### src/design/ivfpq_pkg.sv
// Shared types and constants of the IVF product-quantization encoder.
// Depends on nothing; every other design file refers to it by scoped names.
package ivfpq_pkg;

   localparam int VECTOR_DIM = 16;
   localparam int CLUSTERS   = 16;
   localparam int SUBSPACES  = 4;
   localparam int SLICE      = VECTOR_DIM / SUBSPACES;
   localparam int ELEM_W     = 16;
   localparam int IDX_W      = 4;
   localparam int SUM_W      = 40;

   // Request type codes.
   localparam logic [1:0] REQ_LOAD_COARSE = 2'd0;
   localparam logic [1:0] REQ_LOAD_RESID  = 2'd1;
   localparam logic [1:0] REQ_SAMPLE      = 2'd2;

   // Search phase carried by a token through the chain.
   localparam logic PHASE_COARSE = 1'b0;
   localparam logic PHASE_RESID  = 1'b1;

   // One centroid token travelling along the cell chain.
   typedef struct packed {
      logic             valid;
      logic             phase;
      logic [IDX_W-1:0] idx;
   } token_type;

   // Table and sample writes broadcast to all cells.
   typedef struct packed {
      logic              wr_coarse;
      logic              wr_resid;
      logic              wr_sample;
      logic [IDX_W-1:0]  entry;
      logic [IDX_W-1:0]  element;
      logic [ELEM_W-1:0] value;
   } load_type;

endpackage

### src/design/ivfpq_cell.sv
// One dimension cell of the distance chain: holds its column of both tables,
// its sample element and residual, and adds its squared difference to the
// running sum. Depends on ivfpq_pkg.
module ivfpq_cell (
   input  logic                          clock,
   input  logic                          reset,
   input  logic [ivfpq_pkg::IDX_W-1:0]   cell_index,
   input  ivfpq_pkg::load_type           load,
   input  logic                          resid_load,
   input  logic [ivfpq_pkg::IDX_W-1:0]   best_idx,
   input  ivfpq_pkg::token_type          tok_in,
   input  logic [ivfpq_pkg::SUM_W-1:0]   sum_in,
   output ivfpq_pkg::token_type          tok_out,
   output logic [ivfpq_pkg::SUM_W-1:0]   sum_out
);

   logic signed [ivfpq_pkg::ELEM_W-1:0] coarse_col [ivfpq_pkg::CLUSTERS];
   logic signed [ivfpq_pkg::ELEM_W-1:0] resid_col  [ivfpq_pkg::CLUSTERS];
   logic signed [ivfpq_pkg::ELEM_W-1:0] sample_ff;
   logic signed [ivfpq_pkg::ELEM_W:0]   resid_ff;
   ivfpq_pkg::token_type                tok_ff;
   logic [ivfpq_pkg::SUM_W-1:0]         sum_ff;
   logic [ivfpq_pkg::IDX_W-1:0]         coarse_addr;
   logic signed [ivfpq_pkg::ELEM_W-1:0] coarse_rd;
   logic signed [ivfpq_pkg::ELEM_W+1:0] diff;
   logic signed [2*ivfpq_pkg::ELEM_W+3:0] square;
   logic                                slice_start;
   logic [ivfpq_pkg::SUM_W-1:0]         sum_base;
   logic [ivfpq_pkg::SUM_W-1:0]         sum_in_next;

   // One read port on the coarse column, shared by search and residual forming.
   assign coarse_addr = resid_load ? best_idx : tok_in.idx;
   assign coarse_rd   = coarse_col[coarse_addr];

   // Table and sample writes addressed to this dimension.
   always_ff @(posedge clock) begin
      if (load.element == cell_index) begin
         if (load.wr_coarse) begin
            coarse_col[load.entry] <= load.value;
         end
         if (load.wr_resid) begin
            resid_col[load.entry] <= load.value;
         end
         if (load.wr_sample) begin
            sample_ff <= load.value;
         end
      end
      if (resid_load) begin
         resid_ff <= (ivfpq_pkg::ELEM_W+1)'(sample_ff) - (ivfpq_pkg::ELEM_W+1)'(coarse_rd);
      end
   end

   // Squared difference for the token's centroid.
   always_comb begin
      if (tok_in.phase == ivfpq_pkg::PHASE_COARSE) begin
         diff = (ivfpq_pkg::ELEM_W+2)'(sample_ff) - (ivfpq_pkg::ELEM_W+2)'(coarse_rd);
      end else begin
         diff = (ivfpq_pkg::ELEM_W+2)'(resid_ff)
                - (ivfpq_pkg::ELEM_W+2)'(resid_col[tok_in.idx]);
      end
      square = (2*ivfpq_pkg::ELEM_W+4)'(diff) * (2*ivfpq_pkg::ELEM_W+4)'(diff);
   end

   // In the residual pass a subspace sum restarts at the first dimension of each slice.
   assign slice_start = (cell_index % ivfpq_pkg::IDX_W'(ivfpq_pkg::SLICE)) == '0;
   assign sum_base    = (tok_in.phase == ivfpq_pkg::PHASE_RESID && slice_start) ? '0 : sum_in;
   assign sum_in_next = sum_base + ivfpq_pkg::SUM_W'(unsigned'(square));

   always_ff @(posedge clock) begin
      if (reset) begin
         tok_ff <= '0;
      end else begin
         tok_ff <= tok_in;
      end
      sum_ff <= sum_in_next;
   end

   assign tok_out = tok_ff;
   assign sum_out = sum_ff;

endmodule

### config.mk
export PLATFORM = sky130hd
export DESIGN_NAME = ivfpq_cell
export DESIGN_NICKNAME = d
export VERILOG_FILES = /design/src/design/ivfpq_pkg.sv /design/src/design/ivfpq_cell.sv
export SDC_FILE = /design/constraint.sdc
export NUM_CORES = 1
export LEC_CHECK = 0
export BUFFER_PORTS_ARGS = -buffer_cell sky130_fd_sc_hd__buf_4
export CAP_MARGIN = 20
export CORE_MARGIN = 1.5
export CORE_UTILIZATION = 55
export CTS_BUF_LIST = sky130_fd_sc_hd__clkbuf_16
export DETAILED_ROUTE_END_ITERATION = 12
export PLACE_DENSITY = 0.72
export SLEW_MARGIN = 20
export SYNTH_ARGS = -nofsm -noshare
export SYNTH_HDL_FRONTEND = slang
export SYNTH_SLANG_ARGS = --single-unit
export TNS_END_PERCENT = 5
### constraint.sdc
create_clock -name clock -period 25.5 [get_ports clock]
set_input_delay 7.65 -clock clock [delete_from_list [all_inputs] [get_ports clock]]
set_output_delay 7.65 -clock clock [all_outputs]
set_load 0.02 [all_outputs]
; Yosys cells after proc, flatten, opt, wreduce, memory -nomap -nowiden
; Memories as Yosys holds them, arrays and structs flattened.
; Index checks and enable logic that the tools add are counted.
; W data, S select, Z words.
[totals]
ram_bits = 512
n_memories = 2
ff_bits = 79
word_cells = 26
[memory_table]
columns = name, words, width, read_ports, rd_clocked_by_memory_dff, write_ports, line
row1 = coarse_col, 16, 16, 1, 0, 1, ivfpq_cell.sv:17  ; logic signed [ivfpq_pkg::ELEM_W-1:0] coarse_col [ivfpq_pkg::CLUSTERS];
row2 = resid_col, 16, 16, 1, 0, 1, ivfpq_cell.sv:18  ; logic signed [ivfpq_pkg::ELEM_W-1:0] resid_col [ivfpq_pkg::CLUSTERS];
[classes]
eq_ne = 1
add_sub_neg = 4
n_mux = 9
mul = 1
reduce_logical = 3
[ops]
columns = operator, n
row1 = $add A40 B36 Y40, 1
row2 = $mux W40, 1
row3 = $mul A18 B18 Y36, 1
row4 = $sub A16 B16 Y17, 2
row5 = $mux W18, 1
row6 = $sub A17 B16 Y18, 1
row7 = $mux W1, 6
row8 = $eq A4 B4 Y1, 1
row9 = $logic_not A4 Y1, 1
row10 = $mux W4, 1
row11 = $reduce_and A2 Y1, 1
row12 = $logic_and A1 B1 Y1, 1

; Logic depth before layout (Yosys ltp)
; An unclocked memory read counts as a cell.
[depth]
word_depth = 6
depth_mapped = 51
mapped_depth_nobuf = 47

; Worst setup path after synthesis
; OpenSTA, ideal clock, no wires.
[synth_path]
kind = input-to-reg
start = input port tok_in[0] in the netlist's numbering
end = register sum_ff (netlist bit sum_out[36])
slack_ns = 7.192
n_path_buf = 3
required_ns = 25.428
t_arrival_ns = 18.236
setup_ns = 0.072
cell_stages = 44
path_cell_list = buf_2 > buf_1 > mux4_2 > mux4_2 > inv_1 > ha_1 > nor2b_1 > o31a_1 > a41o_1 > o211ai_2 > a21boi_2 > a2111oi_4 > o22ai_1 > inv_2 > buf_6 > nand2_1 > fa_1 > inv_1 > (+8 left out) > inv_1 > ha_1 > and3_1 > and2_1 > a221oi_1 > nand2_1 > a311oi_2 > o21bai_1 > a21oi_1 > xnor2_1 > ha_1 > a2111oi_0 > a21oi_1 > a221o_1 > o2111ai_1 > nand3b_1 > a21oi_1 > xor2_1
[synth_between]
elab_chain_cells = 6
[synth_lines]
columns = item, line
row1 = start: declaration, ivfpq_cell.sv:11  ; input ivfpq_pkg::token_type tok_in,
row2 = $mux W4, ivfpq_cell.sv:32  ; assign coarse_addr = resid_load ? best_idx : tok_in.idx;
row3 = $mem_v2 Z16 W16, n/a
row4 = $sub A16 B16 Y17, ivfpq_cell.sv:56  ; diff = (ivfpq_pkg::ELEM_W+2)'(sample_ff) - (ivfpq_pkg::ELEM_W+2)'(coarse_rd);
row5 = $mux W18 *, ivfpq_cell.sv:55  ; if (tok_in.phase == ivfpq_pkg::PHASE_COARSE) begin
row6 = $mul A18 B18 Y36 *, ivfpq_cell.sv:61  ; square = (2*ivfpq_pkg::ELEM_W+4)'(diff) * (2*ivfpq_pkg::ELEM_W+4)'(diff);
row7 = $add A40 B36 Y40 *, ivfpq_cell.sv:67  ; assign sum_in_next = sum_base + ivfpq_pkg::SUM_W'(unsigned'(square));
row8 = named net sum_in_next (one bit), ivfpq_cell.sv:29  ; logic [ivfpq_pkg::SUM_W-1:0] sum_in_next;
row9 = end signal: assignment, ivfpq_cell.sv:75  ; sum_ff <= sum_in_next;
row10 = end: declaration, ivfpq_cell.sv:22  ; logic [ivfpq_pkg::SUM_W-1:0] sum_ff;
; The timed path passes the listed nets; every way through them passes the cells marked *.
; A chain may end at the register's enable or synchronous reset.

; Worst setup path in the final report
[layout_path]
start = input port resid_load
end = register sum_ff (netlist bit sum_out[36])
[layout_between]
elab_chain_cells = 6
[layout_lines]
columns = item, line
row1 = start: declaration, ivfpq_cell.sv:9  ; input logic resid_load,
row2 = $mux W4, ivfpq_cell.sv:32
row3 = $mem_v2 Z16 W16, n/a
row4 = $sub A16 B16 Y17, ivfpq_cell.sv:56
row5 = $mux W18, ivfpq_cell.sv:55
row6 = $mul A18 B18 Y36, ivfpq_cell.sv:61
row7 = $add A40 B36 Y40, ivfpq_cell.sv:67
row8 = named net sum_in_next (one bit), ivfpq_cell.sv:29
; The timed path passes the listed nets, and every way through them passes these cells.

==> qor.yml <==
global_route:
  antenna_found_initial: 1
  grt_pass1_vias: 23278
  grt_start_max_net_pins: 67
  grt_first_pass_wirelength_mm: 130
  total_global_route_track_usage: 0.252
  grt-ovfl-total: 0
worst_setup_path:
  cp-end-kind: "flip-flop"
  critPathMaxStageDelay_ns: 0.72
  worst-setup-path-type: "in -> reg"
  worstPathMaxFanout: 41
  reg2regPathDepth: 41
  worst-endpoint-arrival_ns: 20.64
  critical_path.slowest_cell: "sky130_fd_sc_hd__buf_4"
  critPathRequiredTime_ns: 26.08
  cpMostUsedCell: "sky130_fd_sc_hd__fa_1"
  setup.worst_path.start_class: "input pin"
place:
  dp_cells: 3690
  routability_congestion: 0.915
  port_buffers: 129
  detailedPlacementHpwl_mm: 58.1
routing:
  first_pass_iters: 6
  routed-via-count: 22040
  initialDrtViolationCount: 1657
  drt_wl_total_mm: 83.7
  drcViolationCount: 0
  avgViaCountPerCell: 5.80
  ant_nets: 0
  drt-wirelength-per-cell_um: 22.0
synthesis:
  yosys_warnings: 0
  synth_async_sr_flop_share: 0
  netlist_instances: 2749
  synth.top_cell.area_share: 0.448
  ys_seq_area_frac: 0.473
  synth_cell_types: 82
  yosys_most_used_dff: "sky130_fd_sc_hd__edfxtp_1"
  synth_edf_count: 545
  net_count_of_the_mapped_netlist: 3305
  cell_types_occupying_the_most_area_after_synthesis: "sky130_fd_sc_hd__edfxtp_1 (45%), sky130_fd_sc_hd__fa_1 (16%), sky130_fd_sc_hd__mux4_2 (8.8%)"
  synth.ff_latch_count: 591
  netlist_area_mm2: 0.0365
  syn_area_per_cell_um2: 13.3
  post-synth-top-area-cell: "sky130_fd_sc_hd__edfxtp_1"
die:
  ioPinCount: 130
  initial_core_util: 0.556
  die-width_um: 261
  design.die.area_mm2: 0.0680
  die_h_um: 261
  rows: 94
  core_region_area_mm2: 0.0657
layout:
  finish.net_count: 3442
  inserted_diodes: 0
  instances_no_fill: 3797
  final_cell_mix: "sky130_fd_sc_hd__edfxtp_1 (545), sky130_fd_sc_hd__inv_1 (411), sky130_fd_sc_hd__fa_1 (297)"
  drive_above_1_share: 0.152
  layout.cells.most_common: "sky130_fd_sc_hd__edfxtp_1"
  layout.core_utilization: 0.616
  syn2layout_area_growth_pct: 10.8
timing:
  tightestPinTransition_ns: 1.09
  number_of_hold_slack_violations_in_the_final_timing_report: 0
  report.final.setup_viol: 0
  max_freq_mhz: 49.8
  grt_setup_unrepaired: "no"
  finalCriticalPeriod_ns: 20.06
  final.setup.tns_ns: 0
  timing.clock.skew_ns: 0.0329
  fin_crit_sh: 0.787
  drv_slew: 0
  timing.max_slew.rel_slack: 0.270
clock_network:
  ctsHtreeMaxLevel: 2
  clock_sinks: 591
  clk_path_buf_depth: 3
  tritoncts: "yes"
  cts_setup_buffers: 0
  post_cts_resized: 0
  cts.clk_slew.worst_paths_ns: 0.06
  root_buffer: "sky130_fd_sc_hd__clkbuf_16"
  post_cts_hold_buffer_count: 0
  cts-buffers-inserted: 58
  clk-insertion-delay-late_ns: 0.65
hold_path:
  hold_path_class: "reg -> reg"
  hold_depth: 2
job:
  drv_cap: 0
run_status:
  outcome: "completed"
-- layer usage --
metal | wire [µm] | part of all wire | global-route usage | vias to the layer above
met5 | 0 | 0 | 0 | -
met4 | 2440 | 0.029 | 0.0811 | 0
met3 | 5840 | 0.070 | 0.0383 | 142
li1 | - | - | - | 9874
met1 | 33500 | 0.40 | 0.328 | 11174
met2 | 41900 | 0.50 | 0.436 | 850
-- sequential cells by signal, indices dropped and copies added (netlist names) --
| name | cells |
|---|---|
| tok_out | 6 |
| sample_ff | 16 |
| sum_out | 40 |
| coarse_col | 256 |
| resid_col | 256 |
| resid_ff | 17 |
-- synth_stat cells, types with 14 or more instances --
cell type,count
sky130_fd_sc_hd__a211oi_1,19
sky130_fd_sc_hd__a21o_1,43
sky130_fd_sc_hd__a21oi_1,79
sky130_fd_sc_hd__a31oi_1,20
sky130_fd_sc_hd__and2_1,26
sky130_fd_sc_hd__buf_1,14
sky130_fd_sc_hd__buf_2,26
sky130_fd_sc_hd__clkbuf_1,44
sky130_fd_sc_hd__dfxtp_1,46
sky130_fd_sc_hd__edfxtp_1,545
sky130_fd_sc_hd__fa_1,297
sky130_fd_sc_hd__ha_1,175
sky130_fd_sc_hd__inv_1,398
sky130_fd_sc_hd__mux4_2,142
sky130_fd_sc_hd__nand2_1,249
sky130_fd_sc_hd__nand3_1,37
sky130_fd_sc_hd__nor2_1,156
sky130_fd_sc_hd__nor2b_1,51
sky130_fd_sc_hd__nor3_1,23
sky130_fd_sc_hd__o21ai_0,62
sky130_fd_sc_hd__xnor2_1,67
sky130_fd_sc_hd__xor2_1,30
-- layout make-up --
class | instances | area, µm²
Clock buffer | 58 | 1450
Tap cell | 864 | 1080
Multi-Input combinational cell | 1661 | 17400
Timing Repair Buffer | 168 | 1260
Clock inverter | 49 | 502
Sequential cell | 591 | 17300
Inverter | 406 | 1520
Fill cell | 4991 | 25200
-- worst max-delay path: cells and delay by family --
family                   cells  cell delay (ns)
multiplexers                 2             0.90
buffers and inverters       10             2.46
adder cells (fa/ha/maj)      9             4.19
XOR/XNOR                     2             0.30
AND/OR/NAND/NOR              8             1.16
AO/OA/AOI/OAI               15             3.88
-- logic make-up (layout without fill, tap and decap cells) --
family          count (synthesis)  in the layout  synth area share
mux                           162            162            0.0941
xor+xnor                       97             97            0.0232
simple gates                  607            607            0.0753
fa+ha+maj                     472            472             0.223
buf+inv                       497            681            0.0529
compound gates                323            323            0.0588
flops                         591            591             0.473
-- worst paths after layout --
path	endpoint	start	slack, ns
worst max-delay path	sum_out[36]	resid_load	5.44
worst min-delay path	resid_ff[6]	sample_ff[6]	0.82
worst max register to register	sum_out[36]	coarse_col[4][1]	13.81
worst min register to register	resid_ff[6]	sample_ff[6]	0.82
-- stage by stage --
step | cell area, µm² | hold slack (ns) | setup slack, ns
4_1_cts | 40500 | 0.803 | 5.47
6_report | 40500 | 0.816 | 5.44
3_5_place_dp | 38500 | 0.791 | 4.80
3_3_place_gp | 38500 | 0.763 | 5.07
2_1_floorplan | 36500 | 0.670 | 7.19
5_1_grt | 40500 | 0.844 | 4.37
Power is left out: the tool's default activity adds up to more than one toggle a clock period on the data nets, which glitch-free logic cannot reach.
